$ cat config.mk
export PLATFORM = sky130hd
export DESIGN_NAME = ansi_aware_line_truncator
export DESIGN_NICKNAME = d
export VERILOG_FILES = /design/src/hdl/alt_pkg.sv /design/src/hdl/ansi_aware_line_truncator.sv /design/src/hdl/alt_ctrl.sv /design/src/hdl/alt_datapath.sv
export SDC_FILE = /design/constraint.sdc
export NUM_CORES = 1
export LEC_CHECK = 0
export ABC_CLOCK_PERIOD_IN_PS = 7650
export BUFFER_PORTS_ARGS = -buffer_cell sky130_fd_sc_hd__buf_2
export CAP_MARGIN = 20
export CORE_ASPECT_RATIO = 2
export CORE_MARGIN = 2
export CORE_UTILIZATION = 30
export DETAILED_ROUTE_END_ITERATION = 6
export PLACE_DENSITY = 0.48
export REMOVE_ABC_BUFFERS = 1
export SYNTH_ARGS = -nofsm -noshare
export SYNTH_HDL_FRONTEND = slang
export SYNTH_SLANG_ARGS = --single-unit
$ cat constraint.sdc
create_clock -name clock -period 7.65 [get_ports clock]
set_input_delay 0.765 -clock clock [delete_from_list [all_inputs] [get_ports clock]]
set_output_delay 0.765 -clock clock [all_outputs]
set_load 0.01 [all_outputs]
$ cat src/hdl/alt_pkg.sv
// Shared types, constants and codes for the ANSI-aware line truncator.
`timescale 1ns / 1ps
`default_nettype none

package alt_pkg;

   // Default sizes of the hold store and of one UTF-8 character.
   localparam int HoldDepthDefault    = 16;
   localparam int CharMaxBytesDefault = 4;

   // Register reset values and widths.
   localparam int BudgetWidth = 12;
   localparam int RoomWidth   = 16;
   localparam int CountWidth  = 16;
   localparam logic [BudgetWidth-1:0] BudgetReset = 12'd80;
   localparam logic [RoomWidth-1:0]   RoomReset   = 16'd1024;

   // Byte codes.
   localparam logic [7:0] EscByte     = 8'h1B;
   localparam logic [7:0] BracketByte = 8'h5B;
   localparam logic [7:0] ZeroByte    = 8'h30;
   localparam logic [7:0] SemiByte    = 8'h3B;
   localparam logic [7:0] MByte       = 8'h6D;
   localparam logic [7:0] ContMask    = 8'hC0;
   localparam logic [7:0] ContValue   = 8'h80;

   // Configuration register indexes.
   localparam logic CsrColumnBudget = 1'b0;
   localparam logic CsrByteRoom     = 1'b1;

   typedef enum logic [1:0] {
      PH_TEXT,
      PH_CHAR,
      PH_ESC,
      PH_CSI
   } phase_type;

   typedef enum logic [3:0] {
      S_IDLE,
      S_FEED,
      S_REPLAY,
      S_REPLAY_LD,
      S_TEXT,
      S_START,
      S_EMITH_RD,
      S_EMITH_WR,
      S_EMIT_CUR,
      S_STOP,
      S_EOL_CHK,
      S_EOL_CLOSE,
      S_DONE
   } ctrl_state_type;

   // What the current unit of work returns to.
   typedef enum logic [1:0] {
      MODE_FEED_T,
      MODE_REPLAY_T,
      MODE_CSI_FINAL,
      MODE_EOL_CLOSE
   } mode_type;

   typedef enum logic [4:0] {
      OP_NONE,
      OP_LOAD,
      OP_ESC_BRACKET,
      OP_DROP,
      OP_CSI_APPEND,
      OP_REPLAY_RD,
      OP_TB_FROM_MEM,
      OP_TB_FROM_CUR,
      OP_CHAR_APPEND,
      OP_CLOSE_BEGIN,
      OP_STOP,
      OP_EMIT_RD,
      OP_EMIT_MEM,
      OP_EMIT_CUR,
      OP_EMIT_RST,
      OP_COL_INC,
      OP_START,
      OP_EMIT_DONE
   } op_type;

   typedef struct packed {
      op_type op;
   } cmd_type;

   typedef struct packed {
      phase_type phase;
      logic      stopped;
      logic      painted;
      logic      has;
      logic      eol;
      logic      cur_bracket;
      logic      cur_param;
      logic      cur_final;
      logic      tb_cont;
      logic      char_room;
      logic      csi_room;
      logic      close_ovf;
      logic      csi_ovf;
      logic      budget_full;
      logic      replay_more;
      logic      emit_more;
      logic      rst_last;
      logic      slot_free;
   } status_type;

endpackage

`default_nettype wire

$ cat src/hdl/ansi_aware_line_truncator.sv
// A transfer is accepted only while the sequencer is idle, so no byte is taken before
// the last is through. A plain byte passes the feed, text, start and line-end check
// states; a continuation byte skips start. A held unit is closed by emitting its bytes
// in turn, a line end adds the close and done states, replayed escape bytes are read
// back from the store, and output stalls extend all of these. Reset is synchronous,
// active high, restores register defaults, clears line control state, not the hold store.
`timescale 1ns / 1ps
`default_nettype none

module ansi_aware_line_truncator #(
   parameter int HOLD_DEPTH     = alt_pkg::HoldDepthDefault,
   parameter int CHAR_MAX_BYTES = alt_pkg::CharMaxBytesDefault
) (
   input  wire         clock,
   input  wire         reset,
   input  wire         req_tvalid,
   output logic        req_tready,
   input  wire  [7:0]  req_tdata,   // in_byte
   input  wire         req_tuser,   // has_byte
   input  wire         req_tlast,   // end_of_line
   output logic        rsp_tvalid,
   input  wire         rsp_tready,
   output logic [23:0] rsp_tdata,   // out_byte [7:0], bytes_out [23:8]
   output logic        rsp_tuser,   // byte_valid
   output logic        rsp_tlast,   // line_done
   input  wire         csr_valid,
   output logic        csr_ready,
   input  wire         csr_index,
   input  wire  [15:0] csr_data
);

   alt_pkg::cmd_type    cmd;
   alt_pkg::status_type st;

   // Configuration writes are always taken.
   assign csr_ready = 1'b1;

   alt_ctrl u_ctrl (
      .clock      (clock),
      .reset      (reset),
      .req_tvalid (req_tvalid),
      .req_tready (req_tready),
      .st         (st),
      .cmd        (cmd)
   );

   alt_datapath #(
      .HOLD_DEPTH     (HOLD_DEPTH),
      .CHAR_MAX_BYTES (CHAR_MAX_BYTES)
   ) u_datapath (
      .clock      (clock),
      .reset      (reset),
      .req_tdata  (req_tdata),
      .req_tuser  (req_tuser),
      .req_tlast  (req_tlast),
      .csr_valid  (csr_valid),
      .csr_index  (csr_index),
      .csr_data   (csr_data),
      .rsp_tvalid (rsp_tvalid),
      .rsp_tready (rsp_tready),
      .rsp_tdata  (rsp_tdata),
      .rsp_tuser  (rsp_tuser),
      .rsp_tlast  (rsp_tlast),
      .cmd        (cmd),
      .st         (st)
   );

endmodule

`default_nettype wire

$ cat src/hdl/alt_ctrl.sv
// Sequencer that steps the truncator datapath through each input byte.
`timescale 1ns / 1ps
`default_nettype none

module alt_ctrl (
   input  wire               clock,
   input  wire               reset,
   input  wire               req_tvalid,
   output logic              req_tready,
   input  alt_pkg::status_type st,
   output alt_pkg::cmd_type  cmd
);

   alt_pkg::ctrl_state_type state_ff, state_in;
   alt_pkg::mode_type       mode_ff, mode_in;
   logic                    rcur_ff, rcur_in;
   alt_pkg::ctrl_state_type t_ret;

   // State, mode and replay flag registers.
   always_ff @(posedge clock) begin
      if (reset) begin
         state_ff <= alt_pkg::S_IDLE;
         mode_ff  <= alt_pkg::MODE_FEED_T;
         rcur_ff  <= 1'b0;
      end else begin
         state_ff <= state_in;
         mode_ff  <= mode_in;
         rcur_ff  <= rcur_in;
      end
   end

   // Where a text-byte step returns to when it is finished.
   assign t_ret = (mode_ff == alt_pkg::MODE_REPLAY_T) ? alt_pkg::S_REPLAY : alt_pkg::S_EOL_CHK;

   // Next state and datapath command.
   always_comb begin
      state_in   = state_ff;
      mode_in    = mode_ff;
      rcur_in    = rcur_ff;
      cmd.op     = alt_pkg::OP_NONE;
      req_tready = 1'b0;
      case (state_ff)
         alt_pkg::S_IDLE: begin
            req_tready = 1'b1;
            if (req_tvalid) begin
               cmd.op   = alt_pkg::OP_LOAD;
               state_in = alt_pkg::S_FEED;
            end
         end
         alt_pkg::S_FEED: begin
            if (!st.has || st.stopped) begin
               state_in = alt_pkg::S_EOL_CHK;
            end else if (st.phase == alt_pkg::PH_ESC) begin
               if (st.cur_bracket) begin
                  cmd.op   = alt_pkg::OP_ESC_BRACKET;
                  state_in = alt_pkg::S_EOL_CHK;
               end else begin
                  cmd.op   = alt_pkg::OP_DROP;
                  rcur_in  = 1'b1;
                  state_in = alt_pkg::S_REPLAY;
               end
            end else if (st.phase == alt_pkg::PH_CSI) begin
               if (st.cur_param && st.csi_room) begin
                  cmd.op   = alt_pkg::OP_CSI_APPEND;
                  state_in = alt_pkg::S_EOL_CHK;
               end else if (st.cur_final) begin
                  mode_in = alt_pkg::MODE_CSI_FINAL;
                  if (st.csi_ovf) begin
                     cmd.op   = alt_pkg::OP_STOP;
                     state_in = alt_pkg::S_STOP;
                  end else begin
                     cmd.op   = alt_pkg::OP_CLOSE_BEGIN;
                     state_in = alt_pkg::S_EMITH_RD;
                  end
               end else begin
                  cmd.op   = alt_pkg::OP_DROP;
                  rcur_in  = 1'b1;
                  state_in = alt_pkg::S_REPLAY;
               end
            end else begin
               cmd.op   = alt_pkg::OP_TB_FROM_CUR;
               mode_in  = alt_pkg::MODE_FEED_T;
               state_in = alt_pkg::S_TEXT;
            end
         end
         alt_pkg::S_REPLAY: begin
            if (st.replay_more) begin
               cmd.op   = alt_pkg::OP_REPLAY_RD;
               state_in = alt_pkg::S_REPLAY_LD;
            end else if (rcur_ff) begin
               cmd.op   = alt_pkg::OP_TB_FROM_CUR;
               mode_in  = alt_pkg::MODE_FEED_T;
               state_in = alt_pkg::S_TEXT;
            end else begin
               state_in = alt_pkg::S_EOL_CLOSE;
            end
         end
         alt_pkg::S_REPLAY_LD: begin
            cmd.op   = alt_pkg::OP_TB_FROM_MEM;
            mode_in  = alt_pkg::MODE_REPLAY_T;
            state_in = alt_pkg::S_TEXT;
         end
         alt_pkg::S_TEXT: begin
            if (st.stopped) begin
               state_in = t_ret;
            end else if (st.phase == alt_pkg::PH_CHAR) begin
               if (st.tb_cont && st.char_room) begin
                  cmd.op   = alt_pkg::OP_CHAR_APPEND;
                  state_in = t_ret;
               end else if (st.close_ovf) begin
                  cmd.op   = alt_pkg::OP_STOP;
                  state_in = alt_pkg::S_STOP;
               end else begin
                  cmd.op   = alt_pkg::OP_CLOSE_BEGIN;
                  state_in = alt_pkg::S_EMITH_RD;
               end
            end else begin
               state_in = alt_pkg::S_START;
            end
         end
         alt_pkg::S_START: begin
            if (st.budget_full) begin
               cmd.op   = alt_pkg::OP_STOP;
               state_in = alt_pkg::S_STOP;
            end else begin
               cmd.op   = alt_pkg::OP_START;
               state_in = t_ret;
            end
         end
         alt_pkg::S_EMITH_RD: begin
            if (st.emit_more) begin
               cmd.op   = alt_pkg::OP_EMIT_RD;
               state_in = alt_pkg::S_EMITH_WR;
            end else if (mode_ff == alt_pkg::MODE_CSI_FINAL) begin
               state_in = alt_pkg::S_EMIT_CUR;
            end else if (mode_ff == alt_pkg::MODE_EOL_CLOSE) begin
               cmd.op   = alt_pkg::OP_COL_INC;
               state_in = alt_pkg::S_DONE;
            end else begin
               cmd.op   = alt_pkg::OP_COL_INC;
               state_in = alt_pkg::S_START;
            end
         end
         alt_pkg::S_EMITH_WR: begin
            if (st.slot_free) begin
               cmd.op   = alt_pkg::OP_EMIT_MEM;
               state_in = alt_pkg::S_EMITH_RD;
            end
         end
         alt_pkg::S_EMIT_CUR: begin
            if (st.slot_free) begin
               cmd.op   = alt_pkg::OP_EMIT_CUR;
               state_in = alt_pkg::S_EOL_CHK;
            end
         end
         alt_pkg::S_STOP: begin
            if (!st.painted || (st.slot_free && st.rst_last)) begin
               if (st.painted) begin
                  cmd.op = alt_pkg::OP_EMIT_RST;
               end
               if (mode_ff == alt_pkg::MODE_CSI_FINAL) begin
                  state_in = alt_pkg::S_EOL_CHK;
               end else if (mode_ff == alt_pkg::MODE_EOL_CLOSE) begin
                  state_in = alt_pkg::S_DONE;
               end else begin
                  state_in = t_ret;
               end
            end else if (st.slot_free) begin
               cmd.op = alt_pkg::OP_EMIT_RST;
            end
         end
         alt_pkg::S_EOL_CHK: begin
            if (!st.eol) begin
               state_in = alt_pkg::S_IDLE;
            end else if (!st.stopped &&
                         (st.phase == alt_pkg::PH_ESC || st.phase == alt_pkg::PH_CSI)) begin
               cmd.op   = alt_pkg::OP_DROP;
               rcur_in  = 1'b0;
               state_in = alt_pkg::S_REPLAY;
            end else begin
               state_in = alt_pkg::S_EOL_CLOSE;
            end
         end
         alt_pkg::S_EOL_CLOSE: begin
            mode_in = alt_pkg::MODE_EOL_CLOSE;
            if (!st.stopped && st.phase == alt_pkg::PH_CHAR) begin
               if (st.close_ovf) begin
                  cmd.op   = alt_pkg::OP_STOP;
                  state_in = alt_pkg::S_STOP;
               end else begin
                  cmd.op   = alt_pkg::OP_CLOSE_BEGIN;
                  state_in = alt_pkg::S_EMITH_RD;
               end
            end else begin
               state_in = alt_pkg::S_DONE;
            end
         end
         alt_pkg::S_DONE: begin
            if (st.slot_free) begin
               cmd.op   = alt_pkg::OP_EMIT_DONE;
               state_in = alt_pkg::S_IDLE;
            end
         end
         default: begin
            state_in = alt_pkg::S_IDLE;
         end
      endcase
   end

endmodule

`default_nettype wire

$ cat src/hdl/alt_datapath.sv
// Hold store, line counters, configuration registers and output register.
`timescale 1ns / 1ps
`default_nettype none

module alt_datapath #(
   parameter int HOLD_DEPTH     = alt_pkg::HoldDepthDefault,
   parameter int CHAR_MAX_BYTES = alt_pkg::CharMaxBytesDefault
) (
   input  wire                 clock,
   input  wire                 reset,
   input  wire  [7:0]          req_tdata,
   input  wire                 req_tuser,
   input  wire                 req_tlast,
   input  wire                 csr_valid,
   input  wire                 csr_index,
   input  wire  [15:0]         csr_data,
   output logic                rsp_tvalid,
   input  wire                 rsp_tready,
   output logic [23:0]         rsp_tdata,
   output logic                rsp_tuser,
   output logic                rsp_tlast,
   input  alt_pkg::cmd_type    cmd,
   output alt_pkg::status_type st
);

   localparam int AW        = (HOLD_DEPTH > 1) ? $clog2(HOLD_DEPTH) : 1;
   localparam int CW        = $clog2(HOLD_DEPTH + 1);
   localparam int CharLimit = (CHAR_MAX_BYTES < HOLD_DEPTH) ? CHAR_MAX_BYTES : HOLD_DEPTH;

   // Hold store.
   logic [7:0]    mem [HOLD_DEPTH];
   logic [7:0]    rdata_ff;
   logic          we;
   logic [AW-1:0] waddr;
   logic [7:0]    wdata;
   logic          re;
   logic [AW-1:0] raddr;

   // Line state.
   logic [CW-1:0]                   hc_ff, ri_ff, rn_ff, ei_ff, en_ff;
   alt_pkg::phase_type              phase_ff;
   logic                            painted_ff, rc_ff, stopped_ff;
   logic [alt_pkg::CountWidth-1:0]  wc_ff;
   logic [alt_pkg::BudgetWidth-1:0] ct_ff;
   logic [7:0]                      cur_ff, tb_ff;
   logic                            has_ff, eol_ff;
   logic [1:0]                      si_ff;

   // Configuration registers.
   logic [alt_pkg::BudgetWidth-1:0] budget_ff;
   logic [alt_pkg::RoomWidth-1:0]   room_ff;

   // Output register.
   logic        ovalid_ff;
   logic [7:0]  obyte_ff;
   logic        obv_ff, odone_ff;
   logic [15:0] ototal_ff;

   logic        slot_free;
   logic [16:0] close_sum, csi_sum;
   logic [7:0]  rst_byte;
   logic [alt_pkg::CountWidth-1:0] wc_inc;

   assign slot_free = !ovalid_ff || rsp_tready;
   assign close_sum = {1'b0, wc_ff} + 17'(hc_ff);
   assign csi_sum   = close_sum + 17'd1;
   assign wc_inc    = (wc_ff != 16'hFFFF) ? wc_ff + 16'd1 : wc_ff;

   // Closing reset sequence byte.
   always_comb begin
      case (si_ff)
         2'd0:    rst_byte = alt_pkg::EscByte;
         2'd1:    rst_byte = alt_pkg::BracketByte;
         2'd2:    rst_byte = alt_pkg::ZeroByte;
         default: rst_byte = alt_pkg::MByte;
      endcase
   end

   // Store port selection.
   always_comb begin
      we    = 1'b0;
      waddr = hc_ff[AW-1:0];
      wdata = tb_ff;
      re    = 1'b0;
      raddr = ei_ff[AW-1:0];
      case (cmd.op)
         alt_pkg::OP_ESC_BRACKET: begin
            we    = 1'b1;
            waddr = AW'(1);
            wdata = alt_pkg::BracketByte;
         end
         alt_pkg::OP_CSI_APPEND: begin
            we    = 1'b1;
            wdata = cur_ff;
         end
         alt_pkg::OP_CHAR_APPEND: begin
            we = 1'b1;
         end
         alt_pkg::OP_START: begin
            we    = 1'b1;
            waddr = '0;
         end
         alt_pkg::OP_REPLAY_RD: begin
            re    = 1'b1;
            raddr = ri_ff[AW-1:0];
         end
         alt_pkg::OP_EMIT_RD: begin
            re = 1'b1;
         end
         default: begin
            we = 1'b0;
         end
      endcase
   end

   // Hold store write and registered read.
   always_ff @(posedge clock) begin
      if (we) begin
         mem[waddr] <= wdata;
      end
      if (re) begin
         rdata_ff <= mem[raddr];
      end
   end

   // Configuration writes.
   always_ff @(posedge clock) begin
      if (reset) begin
         budget_ff <= alt_pkg::BudgetReset;
         room_ff   <= alt_pkg::RoomReset;
      end else if (csr_valid) begin
         if (csr_index == alt_pkg::CsrColumnBudget) begin
            budget_ff <= csr_data[alt_pkg::BudgetWidth-1:0];
         end else begin
            room_ff <= csr_data;
         end
      end
   end

   // Current byte payload and replay, emit and reset-sequence bookkeeping.
   always_ff @(posedge clock) begin
      case (cmd.op)
         alt_pkg::OP_LOAD: begin
            cur_ff <= req_tdata;
            has_ff <= req_tuser;
            eol_ff <= req_tlast;
         end
         alt_pkg::OP_DROP: begin
            rn_ff <= hc_ff;
            ri_ff <= CW'(1);
         end
         alt_pkg::OP_REPLAY_RD:   ri_ff <= ri_ff + CW'(1);
         alt_pkg::OP_TB_FROM_MEM: tb_ff <= rdata_ff;
         alt_pkg::OP_TB_FROM_CUR: tb_ff <= cur_ff;
         alt_pkg::OP_CLOSE_BEGIN: begin
            en_ff <= hc_ff;
            ei_ff <= '0;
         end
         alt_pkg::OP_EMIT_RD:     ei_ff <= ei_ff + CW'(1);
         alt_pkg::OP_STOP:        si_ff <= 2'd0;
         alt_pkg::OP_EMIT_RST:    si_ff <= si_ff + 2'd1;
         default: begin
            si_ff <= si_ff;
         end
      endcase
   end

   // Line control state.
   always_ff @(posedge clock) begin
      if (reset) begin
         hc_ff      <= '0;
         phase_ff   <= alt_pkg::PH_TEXT;
         painted_ff <= 1'b0;
         rc_ff      <= 1'b1;
         wc_ff      <= '0;
         ct_ff      <= '0;
         stopped_ff <= 1'b0;
      end else begin
         case (cmd.op)
            alt_pkg::OP_ESC_BRACKET: begin
               hc_ff    <= CW'(2);
               phase_ff <= alt_pkg::PH_CSI;
               rc_ff    <= 1'b1;
            end
            alt_pkg::OP_DROP, alt_pkg::OP_CLOSE_BEGIN: begin
               hc_ff    <= '0;
               phase_ff <= alt_pkg::PH_TEXT;
            end
            alt_pkg::OP_CSI_APPEND: begin
               hc_ff <= hc_ff + CW'(1);
               if (cur_ff != alt_pkg::ZeroByte && cur_ff != alt_pkg::SemiByte) begin
                  rc_ff <= 1'b0;
               end
            end
            alt_pkg::OP_CHAR_APPEND: hc_ff <= hc_ff + CW'(1);
            alt_pkg::OP_STOP: begin
               stopped_ff <= 1'b1;
               hc_ff      <= '0;
               phase_ff   <= alt_pkg::PH_TEXT;
            end
            alt_pkg::OP_EMIT_MEM, alt_pkg::OP_EMIT_RST: wc_ff <= wc_inc;
            alt_pkg::OP_EMIT_CUR: begin
               wc_ff <= wc_inc;
               if (cur_ff == alt_pkg::MByte) begin
                  painted_ff <= !rc_ff;
               end
            end
            alt_pkg::OP_COL_INC: begin
               if (ct_ff != 12'hFFF) begin
                  ct_ff <= ct_ff + 12'd1;
               end
            end
            alt_pkg::OP_START: begin
               hc_ff    <= CW'(1);
               phase_ff <= (tb_ff == alt_pkg::EscByte) ? alt_pkg::PH_ESC : alt_pkg::PH_CHAR;
            end
            alt_pkg::OP_EMIT_DONE: begin
               hc_ff      <= '0;
               phase_ff   <= alt_pkg::PH_TEXT;
               painted_ff <= 1'b0;
               rc_ff      <= 1'b1;
               wc_ff      <= '0;
               ct_ff      <= '0;
               stopped_ff <= 1'b0;
            end
            default: begin
               hc_ff <= hc_ff;
            end
         endcase
      end
   end

   // Output register: a new transfer is loaded only when the slot is free.
   always_ff @(posedge clock) begin
      if (reset) begin
         ovalid_ff <= 1'b0;
      end else if (cmd.op == alt_pkg::OP_EMIT_MEM || cmd.op == alt_pkg::OP_EMIT_CUR ||
                   cmd.op == alt_pkg::OP_EMIT_RST || cmd.op == alt_pkg::OP_EMIT_DONE) begin
         ovalid_ff <= 1'b1;
      end else if (rsp_tready) begin
         ovalid_ff <= 1'b0;
      end
   end

   always_ff @(posedge clock) begin
      case (cmd.op)
         alt_pkg::OP_EMIT_MEM: begin
            obyte_ff  <= rdata_ff;
            obv_ff    <= 1'b1;
            odone_ff  <= 1'b0;
            ototal_ff <= '0;
         end
         alt_pkg::OP_EMIT_CUR: begin
            obyte_ff  <= cur_ff;
            obv_ff    <= 1'b1;
            odone_ff  <= 1'b0;
            ototal_ff <= '0;
         end
         alt_pkg::OP_EMIT_RST: begin
            obyte_ff  <= rst_byte;
            obv_ff    <= 1'b1;
            odone_ff  <= 1'b0;
            ototal_ff <= '0;
         end
         alt_pkg::OP_EMIT_DONE: begin
            obyte_ff  <= '0;
            obv_ff    <= 1'b0;
            odone_ff  <= 1'b1;
            ototal_ff <= wc_ff;
         end
         default: begin
            obyte_ff <= obyte_ff;
         end
      endcase
   end

   assign rsp_tvalid = ovalid_ff;
   assign rsp_tdata  = {ototal_ff, obyte_ff};
   assign rsp_tuser  = obv_ff;
   assign rsp_tlast  = odone_ff;

   // Status toward the sequencer.
   always_comb begin
      st.phase       = phase_ff;
      st.stopped     = stopped_ff;
      st.painted     = painted_ff;
      st.has         = has_ff;
      st.eol         = eol_ff;
      st.cur_bracket = (cur_ff == alt_pkg::BracketByte);
      st.cur_param   = cur_ff inside {[8'h20:8'h3F]};
      st.cur_final   = cur_ff inside {[8'h40:8'h7E]};
      st.tb_cont     = ((tb_ff & alt_pkg::ContMask) == alt_pkg::ContValue);
      st.char_room   = (hc_ff < CW'(CharLimit));
      st.csi_room    = ((hc_ff + CW'(1)) < CW'(HOLD_DEPTH));
      st.close_ovf   = (close_sum > {1'b0, room_ff});
      st.csi_ovf     = (csi_sum > {1'b0, room_ff});
      st.budget_full = (ct_ff >= budget_ff);
      st.replay_more = (ri_ff < rn_ff);
      st.emit_more   = (ei_ff < en_ff);
      st.rst_last    = (si_ff == 2'd3);
      st.slot_free   = slot_free;
   end

endmodule

`default_nettype wire

==> reports/metrics.csv <==
stage,metric,value,unit
global_route,pin count of the biggest net entering global routing,78,
routing,Via density,5.38,
finish,Multi-input gate area,0.00772,mm²
synthesis,sequential share of the synthesized area,47.2,%
worst_setup_path,Worst path top cell family by delay,simple AND/OR/NAND/NOR gates,
pwr,Leak,6.57,nW
place,PortBufs,59,
timing,Fin. Hold Viols,0,
worst_setup_path,WS Path Type,reg2reg,
synthesis,top_reg_cell synth,edfxtp_1,
die,num rows,119,
synthesis,Yosys warnings,0,
synthesis,Post-Syn Area per Cell,9.98,µm²
synthesis,cell with the most instances after synthesis,edfxtp_1,
worst_setup_path,critical path depth in cells,23,
finish,share of cells above drive strength 1,14.8,%
routing,initial DRC count,896,
finish,end-of-flow core utilization,34.0,%
worst_setup_path,CP Cell Sequence,"ha_1, inv_1, fa_1, inv_1, ha_1, nand2b_1, nor4b_1, nor2_1, nand4b_2, nor4_4, nor2_1, ha_1, and4_1, nand3_1, o32ai_1, a211o_1, o211ai_1, a221o_1, o21ai_4, nand2_1, mux2i_1, o22ai_1, or4_1",
synthesis,Yosys reg bits,276,
synthesis,leading area contributor after synthesis,edfxtp_1,
clocking,CTS Buffer Depth,3,
worst_setup_path,critical path peak fanout,19,
global_route,met1 Use GR,17.6,%
die,Die Y-Extent,330,µm
clocking,Skew-Pair Late Insertion Delay,0.57,ns
routing,routed wire length,52.3,mm
timing,minimum clock period,7.20,ns
clocking,TritonCTS clock tree,built,
finish,Layout fillers,5421,
finish,Final nets,1748,
pwr,PwrDens,318,mW/mm²
worst_setup_path,Worst setup EP type,register,
place,RePlAce Congestion,0.929,
synthesis,number of synthesized flops with an enable pin,202,
routing,WL/cell,22.4,µm
timing,Setup Skew,0.0238,ns
synthesis,Post-synth top cells,"edfxtp_1, nand2_1, a21oi_1",
run,Max Cap Viol,0,
worst_setup_path,worst reg2reg path endpoint,u_datapath.rdata_ff[5]$_DFFE_PP_,
timing,worst-margin pin slew,1.09,ns
synthesis,Mapped Cells,1600,
status,status,"finished, violations left",
clocking,Root Buffer,clkbuf_16,
synthesis,Yosys cell types,90,
global_route,antenna violations before repair,0,
die,Die Width,167,µm
clocking,setup bufs post-CTS,0,
timing,period utilisation layout,94.2,%
finish,Reg area,0.00755,mm²
min_path,Hold Crit Class,in2reg,
worst_setup_path,peak per-stage delay on the critical path,0.69,ns
global_route,met3 usage,1.36,%
global_route,Most Crowded Layer GR,met2,
clocking,TritonCTS Buffers,26,
timing,Slew Limit Headroom,27.4,%
synthesis,area of the mapped netlist,0.0160,mm²
die,die area,0.0552,mm²
worst_setup_path,worst r2r src,u_datapath.wc_ff[0]$_SDFFE_PP0P_,
finish,number of antenna diodes,0,
synthesis,Area contributors post-synth,"edfxtp_1, dfxtp_1, ha_1, nand2_1, a21oi_1",
worst_setup_path,arrival time worst endpoint,7.51,ns
clocking,clock sinks,276,
finish,Synth-to-Final Area Change,12.2,%
worst_setup_path,Worst Path Required,7.96,ns
routing,DRC viols,1,
status,failing checks,design-rule violations,
pwr,Power Total,0.00570,W
worst_setup_path,"most used cell, CP",ha_1,
worst_setup_path,Startpoint Class,register,
place,hpwl dp,39.3,mm
global_route,total track usage,18.7,%
die,Initial Util,30.3,%
synthesis,Async SR Flop Fraction,0,%
worst_setup_path,Reg2Reg Setup Slack,0.45,ns
min_path,HP Start,req_tdata[6],
timing,final setup fails,0,
global_route,global-route wire length before repair,78.0,mm
clocking,H-Tree Depth,1,
worst_setup_path,Critical-path top delay cell,mux2i_1,
synthesis,post-synth top area share,38.0,%
die,core area,0.0527,mm²
pwr,maximum VDD drop,0.180,mV
min_path,Worst Hold Endpoint,u_datapath.cur_ff[6]$_DFFE_PN_,
global_route,GRT overflow,0,
min_path,hold path depth,1,
worst_setup_path,R2R depth,23,
timing,Slew Limit Fails,0,
routing,DRT Pass-1 Iters,7,
routing,Vias,12556,
global_route,met2 Use GR,37.8,%
die,Top Ports,61,
worst_setup_path,WP buf/inv,2,
timing,Max Freq,139,MHz
routing,Final ANT Viol Nets,0,
timing,RSZ-0062 raised after global routing,false,
global_route,vias in the first global route,12730,
clocking,Worst-path clk slew,0.07,ns
## cell usage in the layout (no fill, tap or decap), types with 36 or more instances in the layout
master and n:
nand3_1 38, nor3_1 36, buf_2 59, a21oi_1 132
edfxtp_1 202, nor2_1 114, dfxtp_1 74, a311oi_1 66
buf_4 54, nor2b_1 77, nand2_1 193, inv_1 69
mux2_2 56, o21ai_0 37, ha_1 68
## worst max-delay path by stage
stage | slack [ns] | from | endpoint
floorplan | -0.12 | u_datapath.hc_ff[0]$_SDFFE_PP0P_ | u_datapath.rdata_ff[1]$_DFFE_PP_
global placement | 0.54 | u_datapath.wc_ff[0]$_SDFFE_PP0P_ | u_datapath.rdata_ff[6]$_DFFE_PP_
detailed placement | 0.48 | u_datapath.wc_ff[0]$_SDFFE_PP0P_ | u_datapath.rdata_ff[6]$_DFFE_PP_
CTS | 0.45 | u_datapath.wc_ff[0]$_SDFFE_PP0P_ | u_datapath.rdata_ff[6]$_DFFE_PP_
global route | 0.007 | u_datapath.wc_ff[0]$_SDFFE_PP0P_ | u_datapath.rdata_ff[5]$_DFFE_PP_
finish | 0.45 | u_datapath.wc_ff[0]$_SDFFE_PP0P_ | u_datapath.rdata_ff[5]$_DFFE_PP_
## worst register-to-register path, delay by kind of cell (launching register included)
kind / cells / cell delay (ns)
AOI/OAI and AO/OA: 6 / 1.74
adders and majority gates: 4 / 1.23
buffers and inverters: 2 / 0.17
DFF: 1 / 0.43
muxes: 1 / 0.69
and+or+nand+nor: 10 / 2.72
## metrics by stage
step | setup slack (ns) | cell area [µm²] | std cells | hold WS, ns | setup TNS [ns]
after floorplan | -0.123 | 15500 | 1504 | 0.430 | -0.970
after global placement | 0.539 | 17100 | 2284 | 0.445 | 0
after detailed placement | 0.478 | 17100 | 2284 | 0.448 | 0
after CTS | 0.447 | 17900 | 2332 | 0.332 | 0
after global routing | 0.00672 | 17900 | 2332 | 0.345 | 0
final | 0.445 | 17900 | 2332 | 0.366 | 0
## cell families (layout without fill, tap and decap cells)
kind of cell / count (synthesis) / after routing / share of synthesized area (%)
flip-flops: 276 / 276 / 47.2
multiplexers: 84 / 84 / 5.98
AO/OA/AOI/OAI: 353 / 353 / 14.8
adder cells (fa/ha/maj): 69 / 69 / 5.45
XOR/XNOR: 53 / 53 / 3.07
buffers and inverters: 166 / 233 / 4.53
other: 1 / 1 / 0.0235
AND/OR/NAND/NOR: 598 / 598 / 18.9
## what timing repair did
action	in CTS	in global routing
resized for setup	0	1
hold buffers	0	0
endpoints found under the setup margin	0	1
## state kept, by name, summed over array words and instances (netlist names), 2 cells and up
| signal | count |
|---|---|
| u_ctrl.mode_ff | 2 |
| u_ctrl.state_ff | 4 |
| u_datapath.budget_ff | 12 |
| u_datapath.ct_ff | 12 |
| u_datapath.cur_ff | 8 |
| u_datapath.ei_ff | 5 |
| u_datapath.en_ff | 5 |
| u_datapath.hc_ff | 5 |
| u_datapath.mem | 128 |
| u_datapath.obyte_ff | 8 |
| u_datapath.ototal_ff | 16 |
| u_datapath.phase_ff | 2 |
| u_datapath.rdata_ff | 8 |
| u_datapath.ri_ff | 5 |
| u_datapath.rn_ff | 5 |
| u_datapath.room_ff | 16 |
| u_datapath.si_ff | 2 |
| u_datapath.tb_ff | 8 |
| u_datapath.wc_ff | 16 |
## routing by layer
layer / vias to the layer above / wire [µm]
li1: 5967 / -
met1: 6176 / 17500
met2: 296 / 29700
met3: 117 / 1320
met4: 0 / 3770
met5: - / 0
## report_power, final
part	switching, W	internal [W]
combinational	0.00153	0.000718
clock	0.000594	0.000693
sequential	0.000192	0.00197
## cell type report
cell class,count,area share (%)
clock inverters,12,0.545
well taps,665,4.64
clock buffers,36,4.01
multi-input cells,1158,43.1
inverters,70,1.47
flip-flops and latches,276,42.1
repair buffers,115,4.13
No activity file was read; power rests on OpenSTA's default activity.
